File: config.mk
export PLATFORM = sky130hd
export DESIGN_NAME = c3df_queue
export DESIGN_NICKNAME = d
export VERILOG_FILES = /design/src/rtl/c3df_pkg.sv /design/src/rtl/c3df_queue.sv
export SDC_FILE = /design/constraint.sdc
export NUM_CORES = 1
export LEC_CHECK = 0
export BUFFER_PORTS_ARGS = -buffer_cell sky130_fd_sc_hd__buf_2
export CAP_MARGIN = 20
export CORE_MARGIN = 5
export CORE_UTILIZATION = 40
export DETAILED_ROUTE_END_ITERATION = 10
export GPL_ROUTABILITY_DRIVEN = 0
export PLACE_DENSITY = 0.65
export SLEW_MARGIN = 20
export SYNTH_ARGS = -nofsm -noshare
export SYNTH_HDL_FRONTEND = slang
export SYNTH_SLANG_ARGS = --single-unit
export TNS_END_PERCENT = 50
File: constraint.sdc
create_clock -name clk -period 2.26 [get_ports clk]
set_input_delay 0.113 -clock clk [delete_from_list [all_inputs] [get_ports clk]]
set_output_delay 0.113 -clock clk [all_outputs]
set_load 0.05 [all_outputs]
File: src/rtl/c3df_pkg.sv
`default_nettype none
package c3df_pkg;
    localparam int MaxWidth = 1024;
    localparam int MaxHeight = 4096;
    localparam int ColW = 10;
    localparam int RowW = 12;
    localparam int SumW = 20;
    localparam int MagW = 19;
    localparam int DivW = 16;
    localparam int QDepth = 4;

    localparam logic [2:0] REG_KTOP = 3'd0;
    localparam logic [2:0] REG_KMID = 3'd1;
    localparam logic [2:0] REG_KBOT = 3'd2;
    localparam logic [2:0] REG_DIV = 3'd3;
    localparam logic [2:0] REG_WIDTH = 3'd4;
    localparam logic [2:0] REG_HEIGHT = 3'd5;

    // One job handed from the window front to the divider back.
    typedef struct packed {
        logic            neg;
        logic [MagW-1:0] mag;
        logic [ColW-1:0] col;
        logic [RowW-1:0] row;
        logic            last;
    } job_t;
endpackage
`default_nettype wire

File: src/rtl/c3df_queue.sv
`default_nettype none
module c3df_queue
    import c3df_pkg::*;
(
    input  wire logic clk,
    input  wire logic rst_n,
    input  wire logic push,
    input  wire job_t push_data,
    input  wire logic pop,
    output logic      not_empty,
    output job_t      head,
    output logic      almost_full
);
    localparam int AW = $clog2(QDepth);
    job_t mem_reg [QDepth];
    logic [AW-1:0] wr_reg, rd_reg;
    logic [AW:0] cnt_reg;

    assign not_empty = cnt_reg != '0;
    assign head = mem_reg[rd_reg];
    // Two jobs may still be in flight in the front pipe.
    assign almost_full = cnt_reg >= (AW+1)'(QDepth - 3);

    always_ff @(posedge clk)
    begin
        if (push) mem_reg[wr_reg] <= push_data;
    end

    always_ff @(posedge clk or negedge rst_n)
    begin
        if (!rst_n)
        begin
            wr_reg <= '0;
            rd_reg <= '0;
            cnt_reg <= '0;
        end
        else
        begin
            if (push) wr_reg <= wr_reg + 1'b1;
            if (pop) rd_reg <= rd_reg + 1'b1;
            cnt_reg <= cnt_reg + (AW+1)'(push) - (AW+1)'(pop);
        end
    end
endmodule
`default_nettype wire

==> results.toml, run 1 <==
[global_route]
number_of_antenna_violations_at_the_first_check_in_global_routing = 0
grt_pass1_vias = 3472
globalRouteTotalUtil = 0.1312
grt_remaining_overflow = 0
grt_start_max_net_pins = 45
global_route_wire_length_before_repair_mm = 19.06

[placed_design]
port-buffer-count = 91
place_worst_setup_slack_ps = 602.1
placed_wire_length_estimate_mm = 7.503

[synth]
synth_cells = 261
synth-warning-count = 0
sequential_fraction_of_the_synthesis_area = 0.8015
synth_net_count = 316
synth-adder-area-share = 0.01615
syn_area_per_cell_sq_um = 25.53
ys_seq_elements = 179
synth-compound-area-share = 0.0007512
yosys.area_share.simple = 0.006197
yosys.area_share.xor_xnor = 0.005258
synthMuxAreaShare = 0.1482
netlist-cell-type-count = 16
post_synth_instance_area_sq_mm = 0.006663
synth_top_family_by_area = "multiplexers"

[setup_path]
worst_setup_path_end_kind = "primary output"
rr_worst_depth = 3
cpLargestDelayFamily = "multiplexers"
max_stage_delay_ps = 600
critPathMaxFanout = 33
crit-reg2reg-capture = "mem_reg[3][7]$_DFFE_PP_"
required_ps = 2150
setup.reg_to_reg.worst_slack_ps = 660
critical_path.startpoint_type = "register"
crit_chain = "buf_12 -> mux4_1 -> buf_2"
worst-setup-path-type = "reg -> out"
critical_path.n_buffers_inverters = 2
crit_arrival_ps = 1970
critical-path-slowest-cell = "mux4_1"
critical_path.reg2reg.startpoint = "wr_reg[0]$_DFFE_PN0P_"

[clock_tree]
clkLatencyLatePin_ps = 420
number_of_h_tree_levels = 4
tritoncts = "built"
clock_sinks = 179
clockRootBuffer = "clkbuf_16"
clkSlewWorstSetupHoldPaths_ps = 60
clockBufferDepth = 2
cts_buffers = 17

[timing]
maxSlewViolCount = 0
layout_min_cycle_time_ps = 2087
max_clock_freq_mhz = 479.2
maxSlewHeadroom = 0.6540
finalWorstSetupSlack_ps = 173.0
final_min_period_over_clock_period = 0.9234
rsz0062_at_grt = "no"
worst-slew-pin-transition_ps = 519.1
finalSetupTns_ps = 0
finClkSkew_ps = 6.360
report.final.hold_viol_count = 0
setup_viol = 0

[route]
detailed_route_drc_error_count = 0
detail_routed_via_count_per_cell = 4.783
avgRoutedWirePerCell_um = 18.48
ant_nets = 0
drt_iter0_markers = 150
drt-pass1-iter-count = 4
route.vias.total = 3114
route.final.wire_length_mm = 12.03

[floorplanning]
start_util = 0.4046
floorplan.die.width_um = 139.1
design.portCount = 92
cell_row_count = 47
core_sq_mm = 0.01647
die_area_sq_mm = 0.01934
die_y_um = 139.1

[power_and_ir_drop]
leakagePower_nw = 2.984
ir_worst_vdd_mv = 0.6986
power.density_mw_per_mm2 = 1413
total_power_w = 0.01194

[finish]
final_core_utilization = 0.5133
layout-drive-gt1-share = 0.4084
final.fill_count = 1338
n_antenna_cell = 0
multi_input_area_sq_mm = 0.001181
seq_area_sq_mm = 0.005345
fin_nets = 474
syn2layout_area_growth_pct = 26.85
largest_register_ffs = 172

[worst_hold_path]
hold_path.class = "in -> async"

[outcome]
outcome = "finished, final reports clean"

[run]
max_cap_viol_count = 0
kinds of logic after synthesis:
logic type                 Yosys count
muxes                               43
AOI/OAI and AO/OA                    1
adders and majority gates            8
xor gates and xnor gates             4
and+or+nand+nor                      8
DFF                                179
buffers and inverters               18
routing by layer:
layer	track usage	up-vias	part of all wire
li1	-	1414	-
met2	0.2199	83	0.53
met5	0	-	0
met1	0.1585	1608	0.42
met3	0.04517	9	0.047
met4	0.04789	0	0.0094
worst register-to-register path: stages, from the launching register on:
cell and delay, ps:
dfrtp_1 410, ha_1 160, and2_2 470, buf_12 250
Yosys cell counts (all sizes together):
| cell type | instances | area, sq um |
|---|---|---|
| fa | 1 | 20.02 |
| xor2 | 3 | 26.28 |
| o21ai | 1 | 5.000 |
| inv | 8 | 30.03 |
| mux4 | 43 | 987.2 |
| ha | 7 | 87.58 |
| nand2 | 3 | 11.26 |
| edfxtp | 172 | 5165 |
| and2 | 4 | 25.02 |
| dfrtp | 7 | 175.2 |
| buf | 10 | 116.4 |
| xnor2 | 1 | 8.760 |
| nand3 | 1 | 5.000 |
worst max path at each step:
| stage | cells past startpoint | end | slack, ps | start |
|---|---|---|---|---|
| after CTS | 3 | head[2] | 130 | rd_reg[0]$_DFFE_PN0P_ |
| after floorplan | 3 | mem_reg[2][0]$_DFFE_PP_ | 200 | wr_reg[0]$_DFFE_PN0P_ |
| final | 3 | head[2] | 170 | rd_reg[0]$_DFFE_PN0P_ |
| after global placement | 3 | head[2] | 600 | rd_reg[0]$_DFFE_PN0P_ |
| after detailed placement | 3 | head[2] | 600 | rd_reg[0]$_DFFE_PN0P_ |
| after global routing | 3 | head[2] | 80 | rd_reg[0]$_DFFE_PN0P_ |
per-stage QoR:
stage	cell area, sq um	hold slack [ps]	std cells
after floorplan	6663	-182.6	261
after global placement	7427	-34.54	574
after detailed placement	7427	-29.92	574
after CTS	8452	58.67	651
after global routing	8452	80.67	651
final	8452	75.20	651
power by group:
part	internal [W]	total (W)	leakage (nW)	switching [W]
registers	0.00435	0.00450	1.66	0.000149
clock network	0.00161	0.00279	0.266	0.00118
logic	0.00146	0.00465	1.06	0.00319
layout make-up:
cell class	count	area share
sequential	179	0.6324
tap	220	0.03257
clock buffer	17	0.05033
timing repair buffer	149	0.1249
clock inverter	14	0.01643
inverter	8	0.003553
multi-input combinational	64	0.1397
what timing repair did:
action | in CTS | in global routing
gates resized for setup | 0 | 0
hold buffers | 46 | 0
endpoints found under the setup margin | 0 | 0
endpoints found under the hold margin | 183 | 0
setup buffers | 0 | 0
layout by cell type, fill, tap and decap left out, types with 2 or more instances in the layout:
master         synthesis  layout
bufinv_16              0       2
mux4_1                 5       5
clkinvlp_4             0       4
buf_2                  5      91
clkinv_1               0       2
dlygate4sd3_1          0      46
inv_1                  8       8
and2_2                 0       4
clkinv_2               0       3
mux4_2                38      38
nand2_1                3       3
dfrtp_1                7       5
clkbuf_16              0      17
ha_1                   7       7
edfxtp_1             172     172
xor2_1                 3       3
buf_4                  0       8
buf_12                 4       4
inv_6                  0       2
(Power assumes the default switching activity.)
==> inputs of run 2 (changes only) <==
--- a/config.mk
+++ b/config.mk
@@ -8,10 +8,10 @@
 export BUFFER_PORTS_ARGS = -buffer_cell sky130_fd_sc_hd__buf_2
 export CAP_MARGIN = 20
 export CORE_MARGIN = 5
-export CORE_UTILIZATION = 40
+export CORE_UTILIZATION = 57
 export DETAILED_ROUTE_END_ITERATION = 10
 export GPL_ROUTABILITY_DRIVEN = 0
-export PLACE_DENSITY = 0.65
+export PLACE_DENSITY = 0.85
 export SLEW_MARGIN = 20
 export SYNTH_ARGS = -nofsm -noshare
 export SYNTH_HDL_FRONTEND = slang
==> results.toml, run 2 (synthesis results as in run 1) <==
[worst_hold_path]
hold_path.class = "in -> async"

[clock_tree]
cts_buffers = 17
clockRootBuffer = "clkbuf_16"
clock_sinks = 179
clkSlewWorstSetupHoldPaths_ps = 60
number_of_h_tree_levels = 4
clkLatencyLatePin_ps = 420
clockBufferDepth = 2
tritoncts = "built"

[global_route]
grt_pass1_vias = 3566
grt_remaining_overflow = 0
grt_start_max_net_pins = 44
globalRouteTotalUtil = 0.1890
groute.layer.met3.usage = 0.05670
grt_most_used_layer = "met2"
global_route_wire_length_before_repair_mm = 19.69
number_of_antenna_violations_at_the_first_check_in_global_routing = 1
groute.layer.met2.usage = 0.3073
grt.met1_usage = 0.2398

[timing]
maxSlewHeadroom = 0.7294
finalSetupTns_ps = 0
worst-slew-pin-transition_ps = 405.9
report.final.hold_viol_count = 0
setup_viol = 0
rsz0062_at_grt = "no"
finClkSkew_ps = 4.819
finalWorstSetupSlack_ps = 178.0
max_clock_freq_mhz = 480.3
final_min_period_over_clock_period = 0.9212
layout_min_cycle_time_ps = 2082
maxSlewViolCount = 0

[setup_path]
setup.reg_to_reg.worst_slack_ps = 700
worst_setup_path_end_kind = "primary output"
critical_path.reg2reg.startpoint = "cnt_reg[0]$_DFF_PN0_"
crit_arrival_ps = 1970
worst-setup-path-type = "reg -> out"
critPathMaxFanout = 28
rr_worst_depth = 7
required_ps = 2150
crit-reg2reg-capture = "cnt_reg[2]$_DFF_PN0_"
critical_path.startpoint_type = "register"

[finish]
mostFrequentLayoutCell = "edfxtp_1"
commonest_cells_after_routing_fill_and_taps_aside = "172 x edfxtp_1, 91 x buf_2, 46 x dlygate4sd3_1"
fin_nets = 478
syn2layout_area_growth_pct = 27.21
largest_register_ffs = 172
layout-drive-gt1-share = 0.4197
instances_no_fill = 580
finished_layout_cell_area_sq_mm = 0.008476

[floorplanning]
die_area_sq_mm = 0.01395
floorplan.die.width_um = 118.1
die_y_um = 118.1
core_sq_mm = 0.01142
start_util = 0.5835
cell_row_count = 39
design.portCount = 92

[run]
max_cap_viol_count = 0

[route]
detail_routed_via_count_per_cell = 5.502
drt-pass1-iter-count = 4
drt_iter0_markers = 267
route.vias.total = 3191
detailed_route_drc_error_count = 0
avgRoutedWirePerCell_um = 20.81
route.final.wire_length_mm = 12.07
ant_nets = 0

[power_and_ir_drop]
total_power_w = 0.01242
leakagePower_nw = 3.055
ir_worst_vdd_mv = 1.226
power.density_mw_per_mm2 = 1465

[placed_design]
place_worst_setup_slack_ps = 467.2
port-buffer-count = 91
post-place-cells = 496
placed_wire_length_estimate_mm = 6.963
postPlaceCellArea_sq_mm = 0.007311

[outcome]
outcome = "finished, final reports clean"
==> run 2: cell types whose count changed in the layout (fill, tap and decap cells not counted), sizes merged <==
cell,delta
clkinv,+1
bufinv,+3
clkinvlp,-3
diode,+1
buf,+4
==> run 2: final cells by class <==
class / instances / area [sq um]
Antenna cell: 1 / 2.502
Clock inverter: 15 / 231.5
Clock buffer: 17 / 425.4
Tap cell: 143 / 178.9
Timing Repair Buffer: 153 / 1081
Multi-Input combinational cell: 64 / 1181
Fill cell: 645 / 2943
Inverter: 8 / 30.03
Sequential cell: 179 / 5345
==> run 2: power breakdown <==
group | internal (W) | switching (W) | leakage [nW]
logic | 0.00152 | 0.00315 | 1.08
clock network | 0.00198 | 0.00121 | 0.319
registers | 0.00436 | 0.000210 | 1.66
==> run 2: through the flow <==
step           hold slack (ps)    util
2_1_floorplan           -182.6       -
3_3_place_gp            -40.04  0.6403
3_5_place_dp            -29.95  0.6403
4_1_cts                  44.68  0.7421
5_1_grt                  95.62  0.7423
6_report                 77.83  0.7423
==> run 2: what timing repair did <==
| action | CTS | global route |
|---|---|---|
| hold buffers | 46 | 0 |
| hold endpoints to repair | 182 | 0 |
| setup endpoints to repair | 1 | 0 |
| setup buffers | 5 | 0 |
| resized for setup | 1 | 0 |
==> run 2: layer usage <==
layer	wire length (um)	vias to the layer above
li1	-	1424
met1	4919	1637
met2	6175	105
met3	700	25
met4	273	0
met5	0	-
==> run 2: worst max-delay path by stage <==
stage | cells past startpoint | to | slack [ps] | from
after floorplan | 3 | mem_reg[2][0]$_DFFE_PP_ | 200 | wr_reg[0]$_DFFE_PN0P_
after global placement | 3 | head[30] | 480 | rd_reg[0]$_DFFE_PN0P_
after detailed placement | 3 | head[30] | 470 | rd_reg[0]$_DFFE_PN0P_
after CTS | 3 | head[30] | 150 | rd_reg[0]$_DFFE_PN0P_
after global routing | 3 | head[30] | 90 | rd_reg[0]$_DFFE_PN0P_
final | 3 | head[30] | 180 | rd_reg[0]$_DFFE_PN0P_
==> run 2: worst max-delay path, cell delays in order (launching register included) <==
cell and delay (ps):
dfrtp_4 470, buf_16 250, mux4_2 580, buf_2 240
