<file path="config.mk">
export PLATFORM = sky130hd
export DESIGN_NAME = c3df_back
export DESIGN_NICKNAME = d
export VERILOG_FILES = /design/src/rtl/c3df_pkg.sv /design/src/rtl/c3df_back.sv
export SDC_FILE = /design/constraint.sdc
export NUM_CORES = 1
export LEC_CHECK = 0
export BUFFER_PORTS_ARGS = -buffer_cell sky130_fd_sc_hd__buf_4
export CORE_AREA = 2 2 105 107
export DETAILED_ROUTE_END_ITERATION = 8
export DIE_AREA = 0 0 107 109
export PLACE_DENSITY_LB_ADDON = 0.25
export SLEW_MARGIN = 20
export SYNTH_ARGS = -nofsm -noshare
export SYNTH_HDL_FRONTEND = slang
export SYNTH_SLANG_ARGS = --single-unit
</file>
<file path="constraint.sdc">
create_clock -name clk -period 4.4 [get_ports clk]
set_input_delay 0.66 -clock clk [delete_from_list [all_inputs] [get_ports clk]]
set_output_delay 0.66 -clock clk [all_outputs]
set_load 0.02 [all_outputs]
</file>
<file path="src/rtl/c3df_pkg.sv">
`default_nettype none
package c3df_pkg;
    localparam int MaxWidth = 1024;
    localparam int MaxHeight = 4096;
    localparam int ColW = 10;
    localparam int RowW = 12;
    localparam int SumW = 20;
    localparam int MagW = 19;
    localparam int DivW = 16;
    localparam int QDepth = 4;

    localparam logic [2:0] REG_KTOP = 3'd0;
    localparam logic [2:0] REG_KMID = 3'd1;
    localparam logic [2:0] REG_KBOT = 3'd2;
    localparam logic [2:0] REG_DIV = 3'd3;
    localparam logic [2:0] REG_WIDTH = 3'd4;
    localparam logic [2:0] REG_HEIGHT = 3'd5;

    // One job handed from the window front to the divider back.
    typedef struct packed {
        logic            neg;
        logic [MagW-1:0] mag;
        logic [ColW-1:0] col;
        logic [RowW-1:0] row;
        logic            last;
    } job_t;
endpackage
`default_nettype wire

</file>
<file path="src/rtl/c3df_back.sv">
`default_nettype none
module c3df_back
    import c3df_pkg::*;
(
    input  wire logic            clk,
    input  wire logic            rst_n,
    input  wire logic            job_valid,
    input  wire job_t            job,
    output logic                 job_pop,
    input  wire logic [DivW-1:0] divisor,
    output logic                 out_valid,
    input  wire logic            out_ready,
    output logic [7:0]           value,
    output logic                 overflow,
    output logic [ColW-1:0]      out_col,
    output logic [RowW-1:0]      out_row,
    output logic                 frame_last
);
    // Restoring divider, one quotient bit per cycle.
    localparam int CntW = $clog2(MagW + 1);
    logic busy_reg;
    logic [CntW-1:0] cnt_reg;
    logic [MagW-1:0] quo_reg;
    logic [DivW:0] rem_reg;
    logic [DivW-1:0] d_reg;
    job_t job_reg;
    logic [DivW:0] trial;
    logic [DivW:0] shifted;
    logic [MagW-1:0] q;

    assign job_pop = job_valid && !busy_reg && !out_valid;
    assign shifted = {rem_reg[DivW-1:0], quo_reg[MagW-1]};
    assign trial = shifted - {1'b0, d_reg};
    assign q = job_reg.neg ? MagW'(-quo_reg) : quo_reg;

    always_ff @(posedge clk or negedge rst_n)
    begin
        if (!rst_n)
        begin
            busy_reg <= 1'b0;
            out_valid <= 1'b0;
            cnt_reg <= '0;
        end
        else
        begin
            if (out_valid && out_ready) out_valid <= 1'b0;
            if (job_pop)
            begin
                busy_reg <= 1'b1;
                cnt_reg <= CntW'(MagW);
                job_reg <= job;
                quo_reg <= job.mag;
                rem_reg <= '0;
                d_reg <= (divisor == '0) ? DivW'(1) : divisor;
            end
            else if (busy_reg)
            begin
                if (cnt_reg != '0)
                begin
                    if (!trial[DivW])
                    begin
                        rem_reg <= trial;
                        quo_reg <= {quo_reg[MagW-2:0], 1'b1};
                    end
                    else
                    begin
                        rem_reg <= shifted;
                        quo_reg <= {quo_reg[MagW-2:0], 1'b0};
                    end
                    cnt_reg <= cnt_reg - 1'b1;
                end
                else
                    busy_reg <= 1'b0;
            end
            if (busy_reg && cnt_reg == '0 && !out_valid)
                out_valid <= 1'b1;
        end
    end

    always_ff @(posedge clk)
    begin
        if (busy_reg && cnt_reg == '0 && !out_valid)
        begin
            value <= q[7:0];
            overflow <= job_reg.neg ? (quo_reg != '0) : (quo_reg > MagW'(255));
            out_col <= job_reg.col;
            out_row <= job_reg.row;
            frame_last <= job_reg.last;
        end
    end
endmodule
`default_nettype wire

</file>
==> results of run 1 <==
-- worst paths after layout --
| check | start | endpoint | slack (ns) | cells after the start |
|---|---|---|---|---|
| setup / recovery | quo_reg[18]$_DFFE_PP_ | rem_reg[4]$_SDFFCE_PP0P_ | 1.04 | 11 |
| hold / removal | rst_n | cnt_reg[4]$_DFFE_PN0P_ | 0.04 | 1 |
| setup reg to reg | quo_reg[18]$_DFFE_PP_ | rem_reg[4]$_SDFFCE_PP0P_ | 1.04 | 11 |
| hold reg to reg | job_reg[7]$_DFFE_PP_ | out_row[6]$_DFFE_PP_ | 0.41 | 0 |
| max in group asynchronous | rst_n | cnt_reg[0]$_DFFE_PN0P_ | 4.11 | 1 |
| min in group clk | job[8] | job_reg[8]$_DFFE_PP_ | 0.32 | 1 |
-- placed cells by master, fill, tap and decap left out, types with 2 or more instances in the layout --
cell type	instances
a21o_1	2
a21oi_1	23
a22o_1	2
and2_1	2
buf_4	100
clkbuf_16	16
clkinv_1	2
clkinv_4	3
dfrtp_1	7
edfxtp_1	107
ha_1	20
inv_1	23
inv_6	6
inv_8	2
mux2i_1	13
nand2_1	85
nand2b_1	7
nand3_1	3
nand3b_1	2
nand4_1	4
nor2_1	10
nor2b_1	2
nor3_1	4
nor4_1	5
o211ai_1	4
o21ai_0	18
o21ai_1	13
o221ai_1	2
o31ai_1	2
or3_1	2
or4_1	2
xnor2_1	16
xor2_1	5
-- where the power goes --
part,switching [mW],total (mW),internal [mW]
clock,0.538,1.30,0.765
sequential,0.181,1.73,1.55
combinational,0.884,1.56,0.675
-- logic make-up after synthesis --
kind of cell	after synthesis	synth area share
xor+xnor	22	0.0370
flops	114	0.650
simple gates	132	0.114
fa+ha+maj	21	0.0518
compound gates	74	0.0850
buf+inv	49	0.0377
mux	13	0.0250
-- worst max-delay path, cell delays in order, from the launching register on --
cell	delay, ns
edfxtp_1	0.36
inv_1	0.07
ha_1	0.22
fa_1	0.40
nand2b_1	0.21
a211oi_2	0.23
o211ai_1	0.21
o31ai_2	0.33
xor2_2	0.39
buf_4	0.32
mux2i_1	0.24
o21ai_1	0.08
-- layout make-up --
| cell class | count | area [um^2] | area share |
|---|---|---|---|
| Timing Repair Buffer | 100 | 751 | 0.114 |
| Clock inverter | 15 | 148 | 0.0223 |
| Inverter | 24 | 90.1 | 0.0136 |
| Tap cell | 140 | 175 | 0.0265 |
| Multi-Input combinational cell | 262 | 1640 | 0.248 |
| Clock buffer | 17 | 414 | 0.0627 |
| Sequential cell | 114 | 3390 | 0.513 |
-- metrics by stage --
stage               hold WS (ns)  std cells  worst slack (ns)
floorplan                  0.364        425             0.410
global placement           0.400        640              1.19
detailed placement         0.405        640              1.05
CTS                       0.0256        672              1.03
global route              0.0354        672             0.790
finish                    0.0370        672              1.04
-- per-layer routing --
metal  vias to the layer above  global-route usage  wire [um]
li1                       1714                   -          -
met1                      1681               0.243       4440
met2                       110               0.320       5190
met3                        14              0.0490        488
met4                         0              0.0742        151
met5                         -                   0          0
==> run_results.csv, run 1 <==
group,metric,value,unit
status,status,"complete, no violations",
finish,synthToLayoutAreaGrowth,26.8,%
hold_path,hp-class,"in2async",
pwr,p_per_area,695,nW/um^2
global_routing,antenna_found_initial,0,
clocking,htree_levels,4,
floorplanning,ioPinCount,97,
route,ant_nets,0,
setup_path,critical_path_required,4.64,ns
floorplanning,die_y,109,um
pwr,p_leak,2.69,nW
flow_run,cap_violations,0,
finish,num_antenna_cells,0,
global_routing,grt_pass1_vias,3560,
yosys,yosysTopAreaCellShare,0.616,
yosys,ys_async_sr_fraction,0.0614,
floorplanning,rows,38,
sta,drv_slew,0,
finish,final_area,6610,um^2
setup_path,cp_max_fo,12,
place,dp_hpwl,7200,um
floorplanning,core-area,10600,um^2
sta,fin_tns_setup,0,ns
clocking,cts_buffers,17,
sta,rsz0062_at_grt,"false",
route,dr_total_vias,3519,
yosys,ys.flop_type,"edfxtp_1",
sta,max_freq,297,MHz
clocking,cts_root_buffer,"clkbuf_8",
yosys,syn_inst,425,
clocking,clock_path_buffers,2,
finish,drive_above_1_share,0.256,
yosys,syn_nets,509,
finish,fillCellCount,807,
pwr,total_power,4.60,mW
sta,setup_viol,0,
floorplanning,die_x,107,um
setup_path,critPathKind,"reg2reg",
place,place.gp.congestion,0.876,
yosys,yosysSeqAreaShare,0.650,
yosys,syn_area,5210,um^2
finish,largest_reg_flops,24,
setup_path,cp-start-kind,"flop",
yosys,synth_area_leaders,"edfxtp_1 (62%), nand2_1 (6.1%), ha_1 (4.8%)",
sta,worst_pin_slew,0.926,ns
clocking,postCtsSetupBuffers,0,
route,drt_iter0_markers,234,
clocking,ctsHoldBuffers,0,
route,wl_per_cell,15.3,um
sta,hold_viol,0,
yosys,synth-edff-count,107,
floorplanning,floorplan.initialDensity,0.492,
global_routing,grt-ovfl-total,0,
pwr,vdd_drop_max,344,uV
sta,maxSlewHeadroom,0.383,
yosys,ys_ff_latch,114,
sta,skew,0.0117,ns
setup_path,endpoint_kind,"flop",
sta,finalCritPeriodShare,0.764,
clocking,insertion_delay,0.51,ns
finish,final_util,0.623,
route,via_per_inst,5.24,
global_routing,grt_util_all_layers,0.192,
route,drc_errors,0,
sta,finalCriticalPeriod,3.36,ns
route,wl,10300,um
yosys,synth.largest_area_cell,"edfxtp_1",
global_routing,grt_max_degree,41,
clocking,cts_tree,"done",
yosys,ys_warn_count,0,
setup_path,worst_ep_arrival_time,3.60,ns
place,io_buffer_count,96,
place,place_area,6050,um^2
clocking,cts-resized-gates,0,
route,dr.pass1.iters,5,
yosys,postSynthAreaPerCell,12.3,um^2
global_routing,grt_pass1_wl,17000,um
finish,nets,603,
yosys,synthMostInstantiatedCell,"edfxtp_1",
clocking,clkSlewWorstSetupHoldPaths,0.06,ns
floorplanning,die_area,11700,um^2
clocking,clock-sinks,114,
yosys,yosysUniqueCellTypes,45,
yosys,ys_top_cells_by_count,"edfxtp_1 (107), nand2_1 (85), a21oi_1 (23), inv_1 (23), clkbuf_1 (22)",
(Power assumes the default switching activity.)
==> run 2, diff against run 1 <==
Clock period 4.4 ns to 3.36 ns, I/O delays scaled along.
==> run_results.csv, run 2 (synthesis gave the netlist of run 1 again) <==
group,metric,value,unit
setup_path,reg2regPathDepth,11,
sta,drv_slew,0,
place,post-place-ws,0.345,ns
route,drt_iter0_markers,179,
sta,finalCriticalPeriod,3.01,ns
setup_path,timing.reg2reg.setup_slack,0.35,ns
clocking,clkSlewWorstSetupHoldPaths,0.06,ns
finish,drive_above_1_share,0.260,
clocking,ctsHoldBuffers,1,
sta,rsz0062_at_grt,"false",
place,dp_hpwl,7040,um
floorplanning,die_area,11700,um^2
sta,max_freq,332,MHz
sta,worst_pin_slew,0.945,ns
clocking,cts_buffers,17,
finish,final_util,0.627,
finish,final_common_cell,"edfxtp_1",
clocking,htree_levels,4,
sta,hold_viol,0,
finish,nets,606,
clocking,cts_root_buffer,"clkbuf_8",
route,dr.pass1.iters,4,
clocking,cts-resized-gates,0,
clocking,clock-sinks,114,
finish,num_antenna_cells,0,
floorplanning,floorplan.initialDensity,0.492,
sta,maxSlewHeadroom,0.370,
global_routing,grt_util_all_layers,0.188,
clocking,insertion_delay,0.52,ns
setup_path,critPathKind,"reg2reg",
pwr,total_power,6.01,mW
pwr,vdd_drop_max,358,uV
hold_path,min_from,"job[1]",
route,drc_errors,0,
floorplanning,rows,38,
pwr,p_per_area,905,nW/um^2
clocking,postCtsSetupBuffers,0,
sta,layout_setup_ws,0.348,ns
global_routing,grt_max_degree,41,
sta,fin_tns_setup,0,ns
sta,setup_viol,0,
sta,skew,0.00646,ns
setup_path,critical_path_required,3.61,ns
floorplanning,core-area,10600,um^2
route,wl_per_cell,15.2,um
setup_path,worst_ep_arrival_time,3.26,ns
setup_path,r2r_start,"quo_reg[18]$_DFFE_PP_",
floorplanning,die_y,109,um
status,status,"complete, no violations",
finish,largest_reg_flops,24,
finish,synthToLayoutAreaGrowth,27.4,%
global_routing,grt-ovfl-total,0,
sta,finalCritPeriodShare,0.896,
clocking,cts_tree,"done",
setup_path,cp_max_fo,13,
route,ant_nets,0,
pwr,p_leak,2.69,nW
floorplanning,die_x,107,um
hold_path,hold_depth,1,
clocking,clock_path_buffers,2,
place,place.gp.congestion,0.953,
setup_path,endpoint_kind,"flop",
global_routing,grt_pass1_vias,3533,
setup_path,cp-start-kind,"flop",
finish,layout.cells.most_common_list,"edfxtp_1 (107), buf_4 (102), nand2_1 (85)",
hold_path,hp-class,"in2reg",
flow_run,cap_violations,0,
setup_path,rr_endpoint,"rem_reg[6]$_SDFFCE_PP0P_",
global_routing,grt_pass1_wl,16500,um
route,via_per_inst,5.19,
floorplanning,ioPinCount,97,
route,dr_total_vias,3500,
route,wl,10300,um
hold_path,hold_end,"job_reg[1]$_DFFE_PP_",
place,io_buffer_count,96,
global_routing,antenna_found_initial,0,
## run 2: cell count changes in the layout (fill, tap and decap cells not counted)
cell,change
inv_8,+1
clkinv_1,-1
nor3b_2,-1
dlygate4sd3_1,+1
clkinvlp_4,+3
nor3b_4,+1
buf_4,+2
inv_6,-3
## run 2: how the worst max path moves through the flow
stage	startpoint	end	slack [ns]	cells past startpoint
5_1_grt	quo_reg[18]$_DFFE_PP_	rem_reg[7]$_SDFFCE_PP0P_	0.16	11
3_3_place_gp	quo_reg[18]$_DFFE_PP_	rem_reg[6]$_SDFFCE_PP0P_	0.45	11
3_5_place_dp	quo_reg[18]$_DFFE_PP_	rem_reg[6]$_SDFFCE_PP0P_	0.34	11
4_1_cts	quo_reg[18]$_DFFE_PP_	rem_reg[6]$_SDFFCE_PP0P_	0.31	11
2_1_floorplan	cnt_reg[0]$_DFFE_PN0P_	frame_last$_DFFE_PP_	0.52	4
6_report	quo_reg[18]$_DFFE_PP_	rem_reg[6]$_SDFFCE_PP0P_	0.35	11
## run 2: critical path, cell delays in order, from the launching register on
cell	delay, ns
edfxtp_1	0.35
inv_1	0.07
ha_1	0.22
fa_1	0.40
nand2b_1	0.21
a211oi_2	0.22
o211ai_1	0.20
o31ai_2	0.32
xor2_2	0.19
buf_4	0.26
mux2i_1	0.23
o21ai_1	0.07
## run 2: power breakdown
| part | leakage [nW] | total (mW) | switching, mW | internal, mW |
|---|---|---|---|---|
| clock network | 0.267 | 1.68 | 0.677 | 1.00 |
| logic | 1.35 | 2.08 | 1.17 | 0.909 |
| registers | 1.08 | 2.25 | 0.223 | 2.03 |
## run 2: metal layers
metal / share of wire / up-vias / global-route usage / wire, um
li1: - / 1719 / - / -
met1: 0.43 / 1674 / 0.226 / 4410
met2: 0.51 / 85 / 0.310 / 5200
met3: 0.043 / 22 / 0.0508 / 446
met4: 0.022 / 0 / 0.100 / 224
met5: 0 / - / 0 / 0
## run 2: cell type report
type / count / area (um^2)
fillers: 803 / 3960
flip-flops and latches: 114 / 3390
multi-input cells: 262 / 1650
repair buffers: 103 / 776
clock buffers: 17 / 414
well taps: 140 / 175
clock inverters: 15 / 151
inverters: 24 / 90.1
## run 2: metrics by stage
step | hold WS (ns) | area, um^2 | instances
detailed placement | 0.405 | 6070 | 642
global route | 0.131 | 6640 | 675
finish | 0.160 | 6640 | 675
CTS | 0.135 | 6640 | 675
floorplan | 0.208 | 5220 | 425
global placement | 0.400 | 6070 | 642
==> run 3, diff against run 2 <==
Settings changed: ABC_AREA from default to 1, CORE_AREA 2 2 105 107 to 2 2 131 95, DIE_AREA 0 0 107 109 to 0 0 133 97, SKIP_LAST_GASP from default to 1.
==> run_results.csv, run 3 <==
group,metric,value,unit
status,status,"complete, no violations",
place,place_area,6690,um^2
floorplanning,die_area,12900,um^2
yosys,syn_area,5820,um^2
finish,instances_no_fill,873,
floorplanning,rows,33,
pwr,vdd_drop_max,602,uV
yosys,yosysSeqAreaShare,0.582,
finish,num_antenna_cells,0,
clocking,clock-sinks,114,
route,drc_errors,0,
yosys,ys.flop_type,"edfxtp_1",
yosys,syn_nets,688,
clocking,htree_levels,4,
finish,synthToLayoutAreaGrowth,24.7,%
clocking,cts-resized-gates,0,
floorplanning,ioPinCount,97,
global_routing,grt-ovfl-total,0,
place,io_buffer_count,96,
finish,nets,787,
sta,drv_slew,0,
setup_path,cp_max_fo,14,
global_routing,grt_pass1_vias,4062,
floorplanning,die_x,133,um
global_routing,antenna_found_initial,0,
yosys,synth_compound_area_frac,0.0301,
finish,final_common_cell,"nand2_1",
finish,final_util,0.630,
global_routing,grt_max_degree,34,
setup_path,worst_ep_arrival_time,2.73,ns
place,dp_hpwl,8710,um
clocking,clock_path_buffers,2,
yosys,synth_area_leaders,"edfxtp_1 (55%), nand2_1 (12%), inv_1 (7.0%)",
yosys,synth-edff-count,107,
sta,skew,0.00843,ns
pwr,total_power,6.62,mW
pwr,p_leak,3.43,nW
global_routing,grt_util_all_layers,0.204,
sta,rsz0062_at_grt,"false",
finish,drive_above_1_share,0.253,
finish,largest_reg_flops,24,
sta,hold_viol,0,
yosys,synth.largest_area_cell,"edfxtp_1",
yosys,ys_async_sr_fraction,0.0614,
route,dr_total_vias,4260,
clocking,cts_root_buffer,"clkbuf_16",
route,wl_per_cell,14.1,um
pwr,p_per_area,912,nW/um^2
floorplanning,floorplan.initialDensity,0.505,
place,post-place-ws,0.904,ns
floorplanning,die_y,97,um
place,place.gp.congestion,0.901,
clocking,cts_tree,"done",
yosys,ys_top_cells_by_count,"nand2_1 (183), inv_1 (108), edfxtp_1 (107)",
global_routing,grt_pass1_wl,20300,um
hold_path,hp-class,"in2reg",
route,wl,12300,um
clocking,insertion_delay,0.41,ns
sta,maxSlewHeadroom,0.455,
flow_run,cap_violations,0,
setup_path,critical_path_required,3.53,ns
finish,layout.cells.most_common_list,"nand2_1 (183), inv_1 (108), edfxtp_1 (107)",
sta,layout_setup_ws,0.800,ns
setup_path,critPathKind,"reg2reg",
sta,worst_pin_slew,0.810,ns
yosys,synthXorXnorAreaFrac,0.0196,
yosys,synth_fa_ha_area_frac,0.0464,
sta,max_freq,391,MHz
yosys,ys_ff_latch,114,
yosys,synthMostInstantiatedCell,"nand2_1",
place,placed_cells,840,
yosys,yosysUniqueCellTypes,40,
route,dr.pass1.iters,7,
yosys,synth_top_family_by_area,"simple AND/OR/NAND/NOR gates",
yosys,synthMuxAreaShare,0,
yosys,synth-simple-area-share,0.228,
sta,setup_viol,0,
finish,final_area,7260,um^2
setup_path,cp-start-kind,"flop",
setup_path,endpoint_kind,"flop",
yosys,syn_inst,604,
route,drt_iter0_markers,318,
sta,finalCritPeriodShare,0.762,
route,via_per_inst,4.88,
clocking,clkSlewWorstSetupHoldPaths,0.06,ns
yosys,postSynthAreaPerCell,9.64,um^2
clocking,cts_buffers,17,
sta,fin_tns_setup,0,ns
route,ant_nets,0,
yosys,yosysTopAreaCellShare,0.552,
yosys,ys_warn_count,0,
sta,whs,0.264,ns
floorplanning,core-area,11500,um^2
sta,finalCriticalPeriod,2.56,ns
==> run 3: area by class of cell <==
cell class                 instances  area [um^2]
timing repair buffer             104          796
tap                              157          196
multi-input combinational        355         1900
clock inverter                    15          135
fill                             933         4260
inverter                         111          417
sequential                       114         3390
clock buffer                      17          425
==> run 3: metal layers <==
| layer | part of all wire | track usage |
|---|---|---|
| met5 | 0 | 0 |
| met4 | 0.016 | 0.0794 |
| met3 | 0.076 | 0.0493 |
| met2 | 0.45 | 0.309 |
| met1 | 0.46 | 0.284 |
==> run 3: repair_timing <==
item	CTS	global route
endpoints found under the hold margin	7	0
buffers inserted	0	0
setup endpoints to repair	0	0
hold buffers	1	0
==> run 3: worst paths after layout <==
| check | cells past startpoint | slack, ns | end | startpoint |
|---|---|---|---|---|
| setup / recovery | 15 | 0.80 | rem_reg[2]$_SDFFCE_PP0P_ | quo_reg[18]$_DFFE_PP_ |
| min in group asynchronous | 2 | 0.54 | cnt_reg[3]$_DFFE_PN0P_ | rst_n |
| hold / removal | 1 | 0.26 | job_reg[42]$_DFFE_PP_ | job[42] |
| max in group asynchronous | 2 | 2.57 | cnt_reg[1]$_DFFE_PN0P_ | rst_n |
| setup reg to reg | 15 | 0.80 | rem_reg[2]$_SDFFCE_PP0P_ | quo_reg[18]$_DFFE_PP_ |
| hold reg to reg | 0 | 0.42 | out_col[3]$_DFFE_PP_ | job_reg[16]$_DFFE_PP_ |
==> run 3: power breakdown <==
group	switching (mW)	internal [mW]	leakage (nW)	total (mW)
Clock	0.664	1.02	0.275	1.68
Sequential	0.210	2.03	1.07	2.24
Combinational	1.74	0.951	2.08	2.69
Total	2.62	4.00	3.43	6.62
==> run 3: critical path, cell delays in order, from the launching register on <==
cell      delay (ns)
edfxtp_1        0.34
inv_1           0.06
ha_1            0.22
fa_1            0.41
inv_1           0.10
nand2_1         0.05
nand2_1         0.07
nand3_1         0.10
nand2_2         0.11
nand2_2         0.07
nand2_2         0.08
nand2_2         0.07
nand2_2         0.32
nand2_1         0.12
nand3_1         0.13
nand2_1         0.05
==> run 3: kinds of logic (layout without fill, tap and decap cells) <==
family                   Yosys count  count (layout)
flip-flops                       114             114
XOR/XNOR                          13              13
AO/OA/AOI/OAI                     28              28
adder cells (fa/ha/maj)           21              21
AND/OR/NAND/NOR                  293             293
buffers and inverters            135             247
